===== src/rtl/core/omfd_pkg.sv =====
// Package for the object-record deframer: transaction types, codes and register map.
`timescale 1ns / 1ps
`default_nettype none

package omfd_pkg;

  // Configuration port
  localparam int PADDR_W = 3;
  localparam int PDATA_W = 32;
  localparam logic [PADDR_W-1:0] REG_ALLOW_ZERO_CSUM = 3'd0;

  // Record framing
  localparam int LEN_W = 16;

  typedef enum logic [1:0] {
    PH_TYPE   = 2'd0,
    PH_LEN_LO = 2'd1,
    PH_LEN_HI = 2'd2,
    PH_BODY   = 2'd3
  } phase_t;

  typedef enum logic [2:0] {
    ROLE_TYPE     = 3'd0,
    ROLE_LEN_LO   = 3'd1,
    ROLE_LEN_HI   = 3'd2,
    ROLE_BODY     = 3'd3,
    ROLE_CHECKSUM = 3'd4
  } role_t;

  typedef enum logic [1:0] {
    STAT_OK        = 2'd0,
    STAT_CSUM_ERR  = 2'd1,
    STAT_TRUNCATED = 2'd2,
    STAT_HALTED    = 2'd3
  } status_t;

  typedef struct packed {
    logic [7:0] data_byte;
    logic       last_byte;
  } in_item_t;

  typedef struct packed {
    logic [7:0] byte_out;
    role_t      byte_role;
    logic [7:0] record_type;
    logic       wide_record;
    logic       record_end;
    status_t    status;
  } out_item_t;

endpackage

`default_nettype wire


===== src/rtl/core/omf_record_deframer_core.sv =====
// Object-record deframer top level: record parsing, checksum check, output skid stage.
//
// Usage:
//   Input channel (in_valid / in_stall / in_item) carries one stream byte per
//   transaction plus a mark on the final byte of the stream. Output channel
//   (out_valid / out_stall / out_item) returns one transaction per input byte:
//   the byte, its role in the record, the record type and its low bit, an
//   end-of-record mark and a status.
//   A result is registered in out_item, or in the skid entry while out_item waits.
//   Throughput: one byte per cycle while in_stall is low; the record state
//   (phase, length counter, 8-bit running sum) updates in one pass between the
//   input handshake and the result register.
//   Stall: a result held by out_stall stays put; the next byte still goes in
//   and lands in a one-entry skid register. in_stall rises only while that
//   skid entry is full, and it is a registered signal.
//   Reset (rst, synchronous): parser waits for a type byte, sum and length
//   clear, halt flag clears, allow_zero_checksum returns to 1, both output
//   entries empty.
//   After a checksum error or a truncated stream every later byte reports
//   status halted until reset.
//   Config: APB, register 0 at byte address 0 (allow_zero_checksum, bit 0);
//   write only while the block is idle.
`timescale 1ns / 1ps
`default_nettype none

module omf_record_deframer_core
  import omfd_pkg::*;
(
  input  wire logic               clk,
  input  wire logic               rst,
  // input byte channel
  input  wire logic               in_valid,
  output logic                    in_stall,
  input  wire in_item_t           in_item,
  // result channel
  output logic                    out_valid,
  input  wire logic               out_stall,
  output out_item_t               out_item,
  // APB configuration port
  input  wire logic               psel,
  input  wire logic               penable,
  input  wire logic               pwrite,
  input  wire logic [PADDR_W-1:0] paddr,
  input  wire logic [PDATA_W-1:0] pwdata,
  output logic [PDATA_W-1:0]      prdata,
  output logic                    pready
);

  // ---------------------------------------------------------------------------
  // Configuration register
  // ---------------------------------------------------------------------------
  logic allow_zero_csum;
  logic cfg_wr;
  logic cfg_hit;

  assign pready  = 1'b1;
  assign cfg_hit = (paddr == REG_ALLOW_ZERO_CSUM);
  assign cfg_wr  = psel && penable && pwrite && pready && cfg_hit;

  always_ff @(posedge clk) begin
    if (rst) begin
      allow_zero_csum <= 1'b1;
    end else if (cfg_wr) begin
      allow_zero_csum <= pwdata[0];
    end
  end

  always_comb begin
    prdata = '0;
    if (cfg_hit) begin
      prdata[0] = allow_zero_csum;
    end
  end

  // ---------------------------------------------------------------------------
  // Parser state
  // ---------------------------------------------------------------------------
  phase_t           phase, phase_next;
  logic [7:0]       current_type, current_type_next;
  logic [LEN_W-1:0] bytes_left, bytes_left_next;
  logic [7:0]       running_sum, running_sum_next;
  logic             halted, halted_next;

  logic      in_fire;
  logic      out_fire;
  out_item_t res;
  logic      skid_valid;
  out_item_t skid_item;

  assign in_fire  = in_valid && !in_stall;
  assign out_fire = out_valid && !out_stall;

  // shared decode used by both next-state and result logic
  logic [7:0] b;
  logic [7:0] sum_add;
  logic       at_csum;    // body byte that is the checksum
  logic       csum_bad;
  logic       rec_end;
  logic       err;        // checksum error or truncation on this byte

  always_comb begin
    b        = in_item.data_byte;
    sum_add  = running_sum + b;
    at_csum  = (phase == PH_BODY) && (bytes_left <= LEN_W'(1));
    // zero checksum byte means "unchecked" only when the register allows it
    csum_bad = at_csum && !((b == 8'd0) && allow_zero_csum) && (sum_add != 8'd0);
    rec_end  = at_csum || ((phase == PH_LEN_HI) && ({b, bytes_left[7:0]} == '0));
    err      = csum_bad || (in_item.last_byte && !rec_end);
  end

  // next state
  always_comb begin
    phase_next        = phase;
    current_type_next = current_type;
    bytes_left_next   = bytes_left;
    running_sum_next  = running_sum;
    halted_next       = halted;
    if (in_fire && !halted) begin
      halted_next = err;
      case (phase)
        PH_TYPE: begin
          current_type_next = b;
          running_sum_next  = b;
          phase_next        = PH_LEN_LO;
        end
        PH_LEN_LO: begin
          bytes_left_next  = {8'd0, b};
          running_sum_next = sum_add;
          phase_next       = PH_LEN_HI;
        end
        PH_LEN_HI: begin
          bytes_left_next  = {b, bytes_left[7:0]};
          running_sum_next = sum_add;
          phase_next       = rec_end ? PH_TYPE : PH_BODY;
        end
        PH_BODY: begin
          running_sum_next = sum_add;
          if (at_csum) begin
            bytes_left_next = '0;
            phase_next      = PH_TYPE;
          end else begin
            bytes_left_next = bytes_left - LEN_W'(1);
          end
        end
        default: begin
          phase_next = PH_TYPE;
        end
      endcase
    end
  end

  // result for the byte being accepted
  always_comb begin
    res.byte_out    = b;
    res.byte_role   = ROLE_TYPE;
    res.record_type = 8'd0;
    res.wide_record = 1'b0;
    res.record_end  = 1'b0;
    res.status      = STAT_HALTED;
    if (!halted) begin
      case (phase)
        PH_TYPE:   res.byte_role = ROLE_TYPE;
        PH_LEN_LO: res.byte_role = ROLE_LEN_LO;
        PH_LEN_HI: res.byte_role = ROLE_LEN_HI;
        PH_BODY:   res.byte_role = at_csum ? ROLE_CHECKSUM : ROLE_BODY;
        default:   res.byte_role = ROLE_TYPE;
      endcase
      res.record_type = (phase == PH_TYPE) ? b : current_type;
      res.wide_record = res.record_type[0];
      res.record_end  = rec_end;
      // checksum failure wins over truncation on the same byte
      if (csum_bad) begin
        res.status = STAT_CSUM_ERR;
      end else if (in_item.last_byte && !rec_end) begin
        res.status = STAT_TRUNCATED;
      end else begin
        res.status = STAT_OK;
      end
    end
  end

  always_ff @(posedge clk) begin
    if (rst) begin
      phase        <= PH_TYPE;
      current_type <= 8'd0;
      bytes_left   <= '0;
      running_sum  <= 8'd0;
      halted       <= 1'b0;
    end else begin
      phase        <= phase_next;
      current_type <= current_type_next;
      bytes_left   <= bytes_left_next;
      running_sum  <= running_sum_next;
      halted       <= halted_next;
    end
  end

  // ---------------------------------------------------------------------------
  // Output register with one-entry skid
  // ---------------------------------------------------------------------------
  assign in_stall = skid_valid;

  always_ff @(posedge clk) begin
    if (rst) begin
      out_valid  <= 1'b0;
      skid_valid <= 1'b0;
    end else begin
      if (skid_valid && (out_fire || !out_valid)) begin
        out_valid  <= 1'b1;
        skid_valid <= 1'b0;
      end else if (in_fire) begin
        if (out_valid && !out_fire) begin
          skid_valid <= 1'b1;
        end else begin
          out_valid <= 1'b1;
        end
      end else if (out_fire) begin
        out_valid <= 1'b0;
      end
    end
  end

  // payload, no reset
  always_ff @(posedge clk) begin
    if (skid_valid && (out_fire || !out_valid)) begin
      out_item <= skid_item;
    end else if (in_fire) begin
      if (out_valid && !out_fire) begin
        skid_item <= res;
      end else begin
        out_item <= res;
      end
    end
  end

endmodule

`default_nettype wire


===== config.mk =====
export PLATFORM = sky130hd
export DESIGN_NAME = omf_record_deframer_core
export DESIGN_NICKNAME = d
export VERILOG_FILES = /design/src/rtl/core/omfd_pkg.sv /design/src/rtl/core/omf_record_deframer_core.sv
export SDC_FILE = /design/constraint.sdc
export NUM_CORES = 1
export LEC_CHECK = 0
export ABC_AREA = 1
export BUFFER_PORTS_ARGS = -buffer_cell sky130_fd_sc_hd__buf_2
export CAP_MARGIN = 20
export CORE_MARGIN = 3
export CORE_UTILIZATION = 58
export DETAILED_ROUTE_END_ITERATION = 12
export PLACE_DENSITY = 0.82
export SLEW_MARGIN = 20
export SYNTH_ARGS = -nofsm -noshare
export SYNTH_HDL_FRONTEND = slang
export SYNTH_SLANG_ARGS = --single-unit

===== constraint.sdc =====
create_clock -name clk -period 5.78 [get_ports clk]
set_clock_uncertainty 0.2 [all_clocks]
set_input_delay 1.445 -clock clk [delete_from_list [all_inputs] [get_ports clk]]
set_output_delay 1.445 -clock clk [all_outputs]
set_load 0.02 [all_outputs]

==> metrics.txt <==
Die ar.=8900 um^2; Hold Fails Final Rpt=0; crit-path max cell delay=0.24 ns; Top FF cell, synth=edfxtp_1; FMAX=275 MHz; wire per inst=13.4 um; hold-critical path depth=2; clock sink count=82; hpwl dp=6980 um; routed vias/inst=5.22; Max clock buf depth=2; CP max FO=2; reg2reg end=phase[0]$_SDFFE_PP0P_; largest net degree at the start of global routing=31; pwr/cell area=285 nW/um^2; PostCTS Resize Cnt=0; synth unique cells=35; Post-CTS Hold Buffers=0; Lkg Pwr=2.16 nW; Final min period=3.64 ns; final non-filler cell total=701; CTS root buffer=clkbuf_8; Fin Hold WS=0.293 ns; DRC Markers=0; commonest non-fill, non-tap cells in the layout=nand2_1 (139), nor2_1 (46), inv_1 (45), buf_2 (45), edfxtp_1 (44); critical-path cell list=buf_2, nor4_1, buf_2; core area=7410 um^2; CP max stage cell=nor4_1; vias in the first global route=3196; total number of yosys warnings=0; Area Growth Syn to Fin=7.02%; slew margin rel.=33.9%; crit path capture type=output pin; unrepaired setup endpoints after global routing=no; post-route cell area=4840 um^2; Hold EP=allow_zero_csum$_SDFFE_PP1P_; placed instance area=4670 um^2; IO buf count=45; clock slew at reported path FFs=0.08 ns; antenna-violating nets left=0; Most common cell on crit path=buf_2; Synth Area per Inst=8.11 um^2; Crit Path Class=in -> out; R2R setup slack=3.34 ns; Compound-Gate Fraction of Synth Area=12.6%; Tcrit/Tclk final=62.9%; synthesis-stage register bit count=82; H-tree Lvls=3; fill cell count=602; Die X=94.3 um; nets=658; outcome=finished, final reports clean; Fin Setup TNS=0 ns; reg2reg start=phase[0]$_SDFFE_PP0P_; Die H=94.3 um; aggregate global-route resource usage=21.6%; Final Setup Violations=0; crit path DAT=1.99 ns; most common cell after layout, fill and taps aside=nand2_1; via count=3656; Worst EP required=4.14 ns; TritonCTS Buffers=9; initial core utilization=61.1%; CP Launch Type=input pin; 1st-pass router iterations=5; grt total ovfl=0; area share of xor/xnor cells in the synthesized design=1.93%; Peak supply drop=0.000121 V; # diodes=0; total routed wirelength=9370 um; initial antenna violation count=0; sequential share of the synthesized area=46.0%; CTS tree=yes; Post-synth EDFFs=44; worst reg-to-reg path cell count=7; simple logic cell fraction of the synthesized area=24.5%; 1st-iter DRT viols=296; Async S/R FF share, synth=0%; Syn Inst Count=558; largest family of logic cells by synthesized area=simple AND/OR/NAND/NOR gates; first-pass GRT wire length=15000 um; worst slew pin tran=0.990 ns; Final GP Congestion=0.904; Post-Syn Area=4530 um^2; hold_sp=allow_zero_csum$_SDFFE_PP1P_; Clock Latency Late Sink=0.35 ns; mux cell area share after synthesis=0%; Adder-Cell Fraction of Synth Area=2.93%; worst min-delay path category=reg -> reg; setup repair bufs after CTS=0; max-cap viol count=0; row count=31; fraction of layout cells with a size suffix above 1=17.6%; Placed Cells=685; Final Util=65.4%; # IOs=109; Max Transition Viols Final=0
## worst max-delay path, delay by kind of cell
| kind | cells | cell delay, ns |
|---|---|---|
| buf+inv | 2 | 0.30 |
| simple gates | 1 | 0.24 |
## metal layers
metal  vias up  track usage (%)  share of wire (%)
li1       1849                -                  -
met1      1632             30.9                 45
met3        14             3.11                8.1
met2       161             33.3                 46
met5         -                0                  0
met4         0             8.78                1.5
## registers in the layout, summed over array words and instances, names as in the netlist
| register | cells |
|---|---|
| out_valid | 1 |
| in_stall | 1 |
| running_sum | 8 |
| out_item | 22 |
| allow_zero_csum | 1 |
| skid_item | 22 |
| current_type | 8 |
| halted | 1 |
| phase | 2 |
| bytes_left | 16 |
## kinds of logic after synthesis
family	Yosys count
flops	82
xor+xnor	10
fa+ha+maj	10
simple gates	250
buf+inv	101
compound gates	103
other cells	2
## report_power, final
part,switching [mW],internal [mW],total [mW]
Sequential,0.0240,0.658,0.682
Combinational,0.224,0.100,0.324
Clock,0.214,0.160,0.374
## how the worst max path moves through the flow
stage          startpoint                     to  slack (ns)  cells after the start
3_3_place_gp   in_item[1]  out_item[0]$_DFFE_PP_        2.07                     12
6_report         paddr[1]              prdata[0]        2.14                      3
4_1_cts          paddr[1]              prdata[0]        2.13                      3
2_1_floorplan    paddr[1]              prdata[0]        1.97                      1
5_1_grt          paddr[1]              prdata[0]        2.11                      3
3_5_place_dp   in_item[1]  out_item[0]$_DFFE_PP_        2.06                     12
## Yosys cell counts, types with 4 or more instances
library cell  count  area, um^2
edfxtp_1         44        1320
nor2_1           47         176
nand2_2           8        50.1
nand2_1         139         522
a31oi_1           5        31.3
inv_1            45         169
nand4_1           6        37.5
nor2_2            7        43.8
nand3_1          26         130
inv_2             6        22.5
o21ai_1          11        55.1
dfxtp_1          38         761
o21ai_0          33         165
a21oi_2           6        52.6
nor3_1            4        20.0
buf_4            35         263
xor2_1            6        52.6
ha_1              9         113
clkbuf_1          8        30.0
a21oi_1          43         215
nor2_4            8        90.1
xnor2_1           4        35.0
## through the flow
stage,power [mW],setup WS [ns]
CTS,1.38,2.13
floorplan,0.963,1.97
global placement,1.01,2.07
detailed placement,1.02,2.06
global route,1.45,2.11
finish,1.38,2.14
## final cells by class
class,count,area (um^2),share of cell area (%)
clock buffer,10,128,2.63
clock inverter,6,48.8,1.01
inverter,51,191,3.95
multi-input combinational,405,2020,41.8
sequential,82,2080,43.0
tap,99,124,2.56
timing repair buffer,48,248,5.11
Power figures use the tool's default switching activity.
